### src/rtl/hsvrgb_pkg.sv
// Shared constants and types for the HSV to RGB pixel converter.
// No dependencies; used by rtl/hsv_to_rgb_convert.sv.
`default_nettype none

package hsvrgb_pkg;

  localparam int HUE_W  = 9;
  localparam int CH_W   = 8;
  localparam int FRAC_W = 6;
  localparam int PROD_W = 2 * CH_W;             // v*s and v*(255-s)
  localparam int NUM_W  = 22;                   // 60*v*255 fits below 2**22
  localparam int RECIP_W     = 19;
  localparam int RECIP_SHIFT = 32;
  localparam int QPROD_W     = NUM_W + RECIP_W;

  localparam int S_TDATA_W = 32;
  localparam int M_TDATA_W = 24;

  localparam logic [CH_W-1:0]    FULL_SCALE = 8'd255;
  localparam logic [FRAC_W-1:0]  SECTOR_DEG = 6'd60;
  localparam logic [HUE_W-1:0]   FULL_TURN  = 9'd360;
  localparam logic [NUM_W-1:0]   DIVISOR    = 22'd15300;   // 60 * 255
  // floor(2**32 / 15300): estimate is exact or one low for every numerator
  localparam logic [RECIP_W-1:0] RECIP      = 19'd280716;

  typedef enum logic [2:0] {
    SEC_R_TO_Y = 3'd0,
    SEC_Y_TO_G = 3'd1,
    SEC_G_TO_C = 3'd2,
    SEC_C_TO_B = 3'd3,
    SEC_B_TO_M = 3'd4,
    SEC_M_TO_R = 3'd5
  } sector_t;

endpackage

`default_nettype wire

### src/rtl/hsv_to_rgb_convert.sv
// HSV to RGB pixel converter, four register stages.
// Throughput 1 pixel per cycle while m_tready does not stall the output.
// Stages: hue sector + two 8x8 products, interpolation numerators,
// reciprocal multiply, remainder correction + channel select into output register.
// Reset clears the stage valid bits only; datapath registers are not reset.
// Depends on rtl/hsvrgb_pkg.sv.
`default_nettype none

module hsv_to_rgb_convert (
  input  wire logic                               clk,
  input  wire logic                               rst,
  input  wire logic                               s_tvalid,
  output logic                                    s_tready,
  // hue[8:0], saturation[16:9], brightness[24:17], zeros
  input  wire logic [hsvrgb_pkg::S_TDATA_W-1:0]   s_tdata,
  output logic                                    m_tvalid,
  input  wire logic                               m_tready,
  output logic [hsvrgb_pkg::M_TDATA_W-1:0]        m_tdata    // red[7:0], green[15:8], blue[23:16]
);

  localparam int CW = hsvrgb_pkg::CH_W;
  localparam int PW = hsvrgb_pkg::PROD_W;
  localparam int NW = hsvrgb_pkg::NUM_W;
  localparam int FW = hsvrgb_pkg::FRAC_W;
  localparam int HW = hsvrgb_pkg::HUE_W;
  localparam int QW = hsvrgb_pkg::QPROD_W;

  logic v1, v2, v3, v4;
  logic en1, en2, en3, en4;

  // each stage loads when empty or when the next one moves
  assign en4 = !v4 || m_tready;
  assign en3 = !v3 || en4;
  assign en2 = !v2 || en3;
  assign en1 = !v1 || en2;
  assign s_tready = en1;

  always_ff @(posedge clk) begin
    if (rst) begin
      v1 <= 1'b0;
      v2 <= 1'b0;
      v3 <= 1'b0;
      v4 <= 1'b0;
    end else begin
      if (en1) v1 <= s_tvalid;
      if (en2) v2 <= v1;
      if (en3) v3 <= v2;
      if (en4) v4 <= v3;
    end
  end

  // ---------------- stage 1: sector, fraction, products
  logic [HW-1:0] in_hue, hue_w, sec_base, frac_wide;
  logic [CW-1:0] in_sat, in_bri;
  hsvrgb_pkg::sector_t sec_c;

  assign in_hue = s_tdata[8:0];
  assign in_sat = s_tdata[16:9];
  assign in_bri = s_tdata[24:17];

  always_comb begin
    hue_w = (in_hue >= hsvrgb_pkg::FULL_TURN) ? in_hue - hsvrgb_pkg::FULL_TURN : in_hue;
    if (hue_w >= 9'd300) begin
      sec_c = hsvrgb_pkg::SEC_M_TO_R; sec_base = 9'd300;
    end else if (hue_w >= 9'd240) begin
      sec_c = hsvrgb_pkg::SEC_B_TO_M; sec_base = 9'd240;
    end else if (hue_w >= 9'd180) begin
      sec_c = hsvrgb_pkg::SEC_C_TO_B; sec_base = 9'd180;
    end else if (hue_w >= 9'd120) begin
      sec_c = hsvrgb_pkg::SEC_G_TO_C; sec_base = 9'd120;
    end else if (hue_w >= 9'd60) begin
      sec_c = hsvrgb_pkg::SEC_Y_TO_G; sec_base = 9'd60;
    end else begin
      sec_c = hsvrgb_pkg::SEC_R_TO_Y; sec_base = 9'd0;
    end
    frac_wide = hue_w - sec_base;
  end

  hsvrgb_pkg::sector_t sec1, sec2, sec3;
  logic [FW-1:0] frac1;
  logic [PW-1:0] a1, b1;     // a = v*(255-s), b = v*s
  logic [CW-1:0] bri1, bri2, bri3;

  always_ff @(posedge clk) begin
    if (en1) begin
      sec1  <= sec_c;
      frac1 <= frac_wide[FW-1:0];
      a1    <= PW'(in_bri) * PW'(hsvrgb_pkg::FULL_SCALE - in_sat);
      b1    <= PW'(in_bri) * PW'(in_sat);
      bri1  <= in_bri;
    end
  end

  // ---------------- stage 2: numerators and minimum channel
  logic [FW-1:0] k_dn;
  logic [PW:0]   lo_sum;
  assign k_dn   = hsvrgb_pkg::SECTOR_DEG - frac1;
  // x/255 == (x + 1 + (x >> 8)) >> 8 for x <= 255*255
  assign lo_sum = {1'b0, a1} + (PW+1)'(a1[PW-1:CW]) + (PW+1)'(1);

  logic [NW-1:0] num_up2, num_dn2, num_up3, num_dn3;
  logic [CW-1:0] lo2, lo3;

  always_ff @(posedge clk) begin
    if (en2) begin
      num_up2 <= NW'(hsvrgb_pkg::SECTOR_DEG) * NW'(a1) + NW'(frac1) * NW'(b1);
      num_dn2 <= NW'(hsvrgb_pkg::SECTOR_DEG) * NW'(a1) + NW'(k_dn) * NW'(b1);
      lo2     <= lo_sum[PW-1:CW];
      sec2    <= sec1;
      bri2    <= bri1;
    end
  end

  // ---------------- stage 3: quotient estimate by reciprocal
  logic [QW-1:0] qp_up, qp_dn;
  logic [CW-1:0] qe_up3, qe_dn3;
  assign qp_up = QW'(num_up2) * QW'(hsvrgb_pkg::RECIP);
  assign qp_dn = QW'(num_dn2) * QW'(hsvrgb_pkg::RECIP);

  always_ff @(posedge clk) begin
    if (en3) begin
      qe_up3  <= qp_up[hsvrgb_pkg::RECIP_SHIFT +: CW];
      qe_dn3  <= qp_dn[hsvrgb_pkg::RECIP_SHIFT +: CW];
      num_up3 <= num_up2;
      num_dn3 <= num_dn2;
      lo3     <= lo2;
      sec3    <= sec2;
      bri3    <= bri2;
    end
  end

  // ---------------- stage 4: one-step correction, channel routing
  logic [NW-1:0] rem_up, rem_dn, rem_up_fix, rem_dn_fix;
  logic [CW-1:0] up, dn, red_c, green_c, blue_c;

  always_comb begin
    rem_up = num_up3 - NW'(qe_up3) * hsvrgb_pkg::DIVISOR;
    rem_dn = num_dn3 - NW'(qe_dn3) * hsvrgb_pkg::DIVISOR;
    if (rem_up >= hsvrgb_pkg::DIVISOR) begin
      up = qe_up3 + CW'(1); rem_up_fix = rem_up - hsvrgb_pkg::DIVISOR;
    end else begin
      up = qe_up3;          rem_up_fix = rem_up;
    end
    if (rem_dn >= hsvrgb_pkg::DIVISOR) begin
      dn = qe_dn3 + CW'(1); rem_dn_fix = rem_dn - hsvrgb_pkg::DIVISOR;
    end else begin
      dn = qe_dn3;          rem_dn_fix = rem_dn;
    end

    case (sec3)
      hsvrgb_pkg::SEC_R_TO_Y: begin red_c = bri3; green_c = up;   blue_c = lo3;  end
      hsvrgb_pkg::SEC_Y_TO_G: begin red_c = dn;   green_c = bri3; blue_c = lo3;  end
      hsvrgb_pkg::SEC_G_TO_C: begin red_c = lo3;  green_c = bri3; blue_c = up;   end
      hsvrgb_pkg::SEC_C_TO_B: begin red_c = lo3;  green_c = dn;   blue_c = bri3; end
      hsvrgb_pkg::SEC_B_TO_M: begin red_c = up;   green_c = lo3;  blue_c = bri3; end
      default:                begin red_c = bri3; green_c = lo3;  blue_c = dn;   end
    endcase
  end

  always_ff @(posedge clk) begin
    if (en4) begin
      m_tdata <= {blue_c, green_c, red_c};
    end
  end

  assign m_tvalid = v4;

  // ---------------- checks
  a_rem_fixed: assert property (@(posedge clk) disable iff (rst)
    v3 |-> (rem_up_fix < hsvrgb_pkg::DIVISOR) && (rem_dn_fix < hsvrgb_pkg::DIVISOR))
    else $error("quotient correction left remainder out of range");

  a_lo_le_max: assert property (@(posedge clk) disable iff (rst)
    v2 |-> lo2 <= bri2)
    else $error("minimum channel above brightness");

  a_sector_range: assert property (@(posedge clk) disable iff (rst)
    v1 |-> sec1 <= hsvrgb_pkg::SEC_M_TO_R)
    else $error("sector out of range");

  a_empty_ready: assert property (@(posedge clk) disable iff (rst)
    !v4 |-> s_tready)
    else $error("input stalled while output stage empty");

  a_reset_clears: assert property (@(posedge clk)
    rst |=> !m_tvalid)
    else $error("output valid right after reset");

endmodule

`default_nettype wire
### config.mk
export PLATFORM = sky130hd
export DESIGN_NAME = hsv_to_rgb_convert
export DESIGN_NICKNAME = d
export VERILOG_FILES = /design/src/rtl/hsvrgb_pkg.sv /design/src/rtl/hsv_to_rgb_convert.sv
export SDC_FILE = /design/constraint.sdc
export NUM_CORES = 2
export LEC_CHECK = 0
export BUFFER_PORTS_ARGS = -buffer_cell sky130_fd_sc_hd__buf_2
export CAP_MARGIN = 30
export CORE_MARGIN = 2
export CORE_UTILIZATION = 50
export CTS_CLUSTER_SIZE = 16
export DETAILED_ROUTE_END_ITERATION = 7
export GPL_TIMING_DRIVEN = 1
export PLACE_DENSITY = 0.66
export RECOVER_POWER = 100
export SYNTH_ARGS = -nofsm -noshare
export SYNTH_HDL_FRONTEND = slang
export SYNTH_SLANG_ARGS = --single-unit
### constraint.sdc
create_clock -name clk -period 7.3 [get_ports clk]
set_input_delay 0.73 -clock clk [delete_from_list [all_inputs] [get_ports clk]]
set_output_delay 0.73 -clock clk [all_outputs]
set_load 0.03 [all_outputs]
**Word level (Yosys, flattened, before mapping)**

Index checks and enable logic that the tools add are counted.
Widths: inputs -> output; s select.

- Register bits after elaboration: 219
- Output and inout port bits: 26
- Logic and storage cells: 85

- Add/subtract/negate cells: 12
- $lt $le $gt $ge: 8
- $mul: 9
- Muxes and demuxes: 15
- Equality and inequality tests: 4
- Reduce and logical (&&, ||, !) cells: 14

Operators with widths:

| cell | count |
|---|---|
| $mul 22x17->38 const B | 2 |
| $pmux 8 s3 | 3 |
| $add 22x22->22 | 2 |
| $ge 22x14->1 const B | 2 |
| $mul 6x16->22 | 2 |
| $sub 22x22->22 | 2 |
| $mul 8x12->20 const B | 2 |
| $mux 6 | 5 |
| $mul 4x16->20 const A | 1 |
| $ge 9x8->1 const B | 2 |
| $ge 9x9->1 const B | 2 |
| $add 16x1->16 const B | 1 |
| $add 16x8->16 | 1 |
| $add 8x1->8 const B | 2 |
| $mul 8x8->16 | 1 |
| $mul 9x9->16 | 1 |
| $mux 8 | 2 |
| $reduce_or 2->1 | 5 |
| $ge 9x6->1 const B | 1 |
| $ge 9x7->1 const B | 1 |
| $mux 9 | 1 |
| $sub 8x8->9 const A | 1 |
| $sub 9x9->9 const B | 1 |
| $eq 3x2->1 const B | 2 |
| 9 further kinds | 17 |

**Depth between registers and ports, before layout**

- Word-level depth: 9
- Depth in mapped cells: 30
- Mapped depth without buffers: 29

**Least setup slack after synthesis**

Ideal clock, no wire load.

- Path type: flip-flop to flip-flop
- Start point: reg qe_up3[5]
- End point: reg m_tdata[18] in the netlist's numbering, data pin
- Cell stages (with the launch flop): 27
- Buffers on the path: 1
- Setup slack: 0.573 ns
- Arrival: 6.450 ns
- Clock period less this slack: 6.727 ns
- Data required time: 7.023 ns
- Path through: edfxtp_1 > fa_1 > inv_1 > fa_1 > inv_1 > fa_1 > fa_1 > ha_1 > o21ai_0 > a21boi_0 > o21ai_0 > nand2b_1 > a21o_1 > a21oi_1 > xor2_1 > ha_1 > nor2b_1 > o21ai_0 > o21ai_0 > a211oi_2 > xnor2_1 > or4_4 > nor4_4 > buf_6 > nor3_2 > o311ai_1 > o221ai_1

- Longest elaborated chain between the ends: 5

RTL lines:

| what | line | source |
|---|---|---|
| from (decl) | hsv_to_rgb_convert.sv:116 | `logic [CW-1:0] qe_up3, qe_dn3;` |
| from (signal assigned) | hsv_to_rgb_convert.sv:122 | `qe_up3 <= qp_up[hsvrgb_pkg::RECIP_SHIFT +: CW];` |
| $mul 8x12->20 | hsv_to_rgb_convert.sv:137 | `rem_up = num_up3 - NW'(qe_up3) * hsvrgb_pkg::DIVISOR;` |
| $sub 22x22->22 | hsv_to_rgb_convert.sv:137 |  |
| $ge 22x14->1 | hsv_to_rgb_convert.sv:139 | `if (rem_up >= hsvrgb_pkg::DIVISOR) begin` |
| $mux 8 | hsv_to_rgb_convert.sv:139 |  |
| $pmux 8 s3 | hsv_to_rgb_convert.sv:150 | `case (sec3)` |
| via blue_c[2] | hsv_to_rgb_convert.sv:134 | `logic [CW-1:0] up, dn, red_c, green_c, blue_c;` |
| to (signal assigned) | hsv_to_rgb_convert.sv:162 | `m_tdata <= {blue_c, green_c, red_c};` |
| to (decl) | hsv_to_rgb_convert.sv:18 | `output logic [hsvrgb_pkg::M_TDATA_W-1:0] m_tdata` |

The timed path passes the listed nets, and every way through them passes these cells.
A chain may end at the register's enable or synchronous reset.

**Final worst setup path**

- Start point: reg qe_up3[7]
- End point: reg m_tdata[20] in the netlist's numbering, data pin

The elaborated chain is that of the path after synthesis.

==> load_flow_metrics.sql <==
INSERT INTO impl_metrics (metric_group, metric, value, unit) VALUES
('flow_run', 'max_cap_viol_count', '3', ''),
('sta', 'setup_viols_final', '0', ''),
('cts', 'numCtsBuffers', '27', ''),
('global_route', 'antenna_found_initial', '0', ''),
('synth', 'synth_seq_area_share', '18.8', '%'),
('cells_and_area', 'final_core_utilization', '54.2', '%'),
('routing', 'dr.first_iter.drc_count', '1194', ''),
('synth', 'synth_common_cells', 'sky130_fd_sc_hd__inv_1 (742), sky130_fd_sc_hd__ha_1 (590), sky130_fd_sc_hd__fa_1 (427)', ''),
('sta', 'final_hold_viol_count', '0', ''),
('setup_path', 'timing.setup.critical_path_class', 'register to register', ''),
('cells_and_area', 'num_antenna_cells', '0', ''),
('global_route', 'first_global_vias', '24450', ''),
('floorplanning', 'core-area', '0.0673', 'mm²'),
('synth', 'yosysWarnings', '0', ''),
('cells_and_area', 'drive_above_1_share', '4.67', '%'),
('global_route', 'pin_count_of_the_biggest_net_entering_global_routing', '76', ''),
('routing', 'detail_route.first_pass.iterations', '8', ''),
('routing', 'vias_per_cell', '5.38', ''),
('place', 'io_buffer_count', '54', ''),
('synth', 'synth_enable_flop_cells', '210', ''),
('global_route', 'grt_usage', '21.4', '%'),
('setup_path', 'cpMostUsedCell', 'sky130_fd_sc_hd__fa_1', ''),
('cts', 'clock-root-buffer', 'sky130_fd_sc_hd__clkbuf_16', ''),
('global_route', 'grt-ovfl-total', '0', ''),
('sta', 'whs', '0.346', 'ns'),
('setup_path', 'timing.critical_path.to_type', 'register', ''),
('setup_path', 'timing.critical_path.required', '7.72', 'ns'),
('routing', 'route.vias.total', '23708', ''),
('synth', 'synth.top_cell.area_share', '25.1', '%'),
('setup_path', 'cp_slowest_cell', 'sky130_fd_sc_hd__fa_2', ''),
('sta', 'worst-slew-pin-transition', '3.69', 'ns'),
('sta', 'maxSlewViolCount', '181', ''),
('cts', 'clk_latency', '0.58', 'ns'),
('routing', 'average_detailed_routed_wire_length_per_instance', '16.3', 'µm'),
('floorplanning', 'die_height', '265', 'µm'),
('setup_path', 'critical-path-max-stage-delay', '0.64', 'ns'),
('cells_and_area', 'nNetsFinal', '4568', ''),
('place', 'dp_cells', '4342', ''),
('synth', 'syn-mean-instance-area', '9.87', 'µm²'),
('synth', 'synth_most_common_cell', 'sky130_fd_sc_hd__inv_1', ''),
('status', 'failed_checks', 'capacitance limit, slew limit', ''),
('cts', 'worst_setup_hold_path_clk_slew', '0.06', 'ns'),
('sta', 'final.setup.tns', '0', 'ns'),
('sta', 'timing.final.crit_share', '94.1', '%'),
('place', 'dp.final_hpwl', '58200', 'µm'),
('synth', 'ys.flop_type', 'sky130_fd_sc_hd__edfxtp_1', ''),
('sta', 'tightest_slew_margin_relative_to_the_limit', '-146', '%'),
('floorplanning', 'dieArea', '0.0702', 'mm²'),
('setup_path', 'critPathLaunchType', 'register', ''),
('routing', 'number_of_nets_with_antenna_violations_after_routing', '0', ''),
('floorplanning', 'floorplan.io_pins', '62', ''),
('sta', 'max_clock_freq', '146', 'MHz'),
('synth', 'yosys.cell_types.count', '101', ''),
('setup_path', 'timing.critical_path.fanout_max', '5', ''),
('synth', 'synth_area', '0.0340', 'mm²'),
('synth', 'synth_nets', '4501', ''),
('cts', 'number_of_buffers_on_the_longest_clock_path', '3', ''),
('cts', 'cts_num_sinks', '214', ''),
('place', 'place.gp.congestion', '0.880', ''),
('cells_and_area', 'area_growth_syn_to_layout', '7.04', '%'),
('cells_and_area', 'count_of_placed_standard_cells_in_the_final_layout_fillers_left_out', '4409', ''),
('status', 'run_status', 'finished, violations left', ''),
('synth', 'synthArstFlopShare', '0', '%'),
('min_path', 'hold_path.class', 'input port to register', ''),
('synth', 'syn_inst', '3448', ''),
('synth', 'ys_ff_latch', '214', ''),
('sta', 'clock-skew-final', '0.0227', 'ns'),
('routing', 'drc_errors', '0', ''),
('cts', 'clock_tree.htree_level_count', '1', ''),
('synth', 'netlist.top_cell.by_area', 'sky130_fd_sc_hd__fa_1', ''),
('routing', 'wirelength', '71900', 'µm'),
('sta', 'period_needed', '6.87', 'ns'),
('floorplanning', 'placementRows', '95', ''),
('synth', 'yosys-top-cells-area', 'sky130_fd_sc_hd__fa_1 (25%), sky130_fd_sc_hd__ha_1 (22%), sky130_fd_sc_hd__edfxtp_1 (19%)', ''),
('cts', 'cts_tree', 'done', ''),
('global_route', 'grt_first_pass_wirelength', '122000', 'µm'),
('setup_path', 'worst-endpoint-arrival', '7.29', 'ns'),
('floorplanning', 'fp.dieW', '265', 'µm'),
('floorplanning', 'initial_core_util', '50.6', '%');
## repair_timing
action                                  CTS  global route
resized for setup                         0            29
endpoints found under the setup margin    0            24
buffers inserted                          0            16
hold buffers                              0             0
## metal layers
layer	part of all wire, %	track usage [%]	wire, µm	vias to the layer above
met3	4.1	1.86	2920	62
li1	-	-	-	11459
met2	49	37.1	35100	441
met4	1.4	3.47	973	0
met5	0	0	0	-
met1	46	29.7	32900	11746
## path summary, 6_finish.rpt
check / endpoint / slack, ns / from / cells after the start
worst max-delay path: m_tdata[20] / 0.43 / qe_up3[7] / 25
worst min-delay path: m_tvalid / 0.35 / rst / 2
worst min register to register: bri3[6] / 0.42 / bri2[6] / 0
worst max register to register: m_tdata[20] / 0.43 / qe_up3[7] / 25
## state kept, by name, indices dropped and copies added, names as in the netlist, 6 cells and up
name	flops
lo2	8
m_tdata	24
lo3	8
bri2	8
bri1	8
a1	16
bri3	8
num_up3	20
num_up2	22
frac1	6
b1	16
qe_up3	8
num_dn2	21
num_dn3	20
qe_dn3	8
## per-stage QoR
step | cell area, µm² | worst slack (ns)
floorplan | 34000 | 0.573
global placement | 35400 | 0.227
detailed placement | 35400 | 0.127
CTS | 36300 | 0.0738
global route | 36400 | -0.0130
finish | 36400 | 0.429
## cell families (layout without fill, tap and decap cells)
kind of cell | Yosys count | count (layout) | share of synthesized area, %
fa+ha+maj | 1017 | 1017 | 46.8
buf+inv | 808 | 896 | 9.14
simple gates | 774 | 774 | 11.7
compound gates | 475 | 475 | 9.39
flops | 214 | 214 | 18.8
xor+xnor | 147 | 147 | 3.86
mux | 13 | 13 | 0.397
## final cells by class
type | instances | area, µm²
fill | 6027 | 30800
multi-input combinational | 2426 | 24600
sequential | 214 | 6390
inverter | 743 | 2790
tap | 873 | 1090
clock buffer | 28 | 679
timing repair buffer | 103 | 589
clock inverter | 22 | 264
## critical path, delay by kind of cell, from the launching register on
kind,cells,cell delay [ns]
adder cells (fa/ha/maj),6,2.77
AO/OA/AOI/OAI,7,1.40
AND/OR/NAND/NOR,6,1.22
flip-flops,1,0.43
multiplexers,1,0.38
XOR/XNOR,2,0.25
buffers and inverters,3,0.22
## placed cells by master (no fill, tap or decap), types with 8 or more instances in the layout
master                      synthesis  layout
sky130_fd_sc_hd__nor2b_1           64      64
sky130_fd_sc_hd__nand2_1          222     222
sky130_fd_sc_hd__ha_1             590     589
sky130_fd_sc_hd__o21ai_0           96      91
sky130_fd_sc_hd__nor4_1             9       8
sky130_fd_sc_hd__a21boi_0          14      14
sky130_fd_sc_hd__a31oi_1           15      15
sky130_fd_sc_hd__xnor2_1           99      99
sky130_fd_sc_hd__o21bai_1          10      10
sky130_fd_sc_hd__edfxtp_1         210     210
sky130_fd_sc_hd__and3_1            14      13
sky130_fd_sc_hd__o21a_1            30      30
sky130_fd_sc_hd__nor3_1            46      45
sky130_fd_sc_hd__o22ai_1            8       8
sky130_fd_sc_hd__o21ai_1            5       9
sky130_fd_sc_hd__buf_2              1      17
sky130_fd_sc_hd__a21o_1            40      40
sky130_fd_sc_hd__o211ai_1          16      16
sky130_fd_sc_hd__inv_1            742     740
sky130_fd_sc_hd__nand4_1            9       9
sky130_fd_sc_hd__buf_4              0      44
sky130_fd_sc_hd__or3_1             14      14
sky130_fd_sc_hd__nor2_1           121     121
sky130_fd_sc_hd__and2_1           130     118
sky130_fd_sc_hd__xor2_1            46      46
sky130_fd_sc_hd__clkbuf_1          55      42
sky130_fd_sc_hd__fa_1             427     424
sky130_fd_sc_hd__nor3b_1            9       9
sky130_fd_sc_hd__a211oi_1          21      21
sky130_fd_sc_hd__or2_2              9       9
sky130_fd_sc_hd__o31ai_1           11      11
sky130_fd_sc_hd__a21oi_1          116     112
sky130_fd_sc_hd__nand2b_1          57      57
sky130_fd_sc_hd__nand3_1           38      37
sky130_fd_sc_hd__and2_0             1      13
sky130_fd_sc_hd__clkbuf_16          0      27
sky130_fd_sc_hd__mux2i_1            9       8
Power is not shown: default switching activity piles up to over one toggle a cycle in this logic, so the estimate is an artifact.
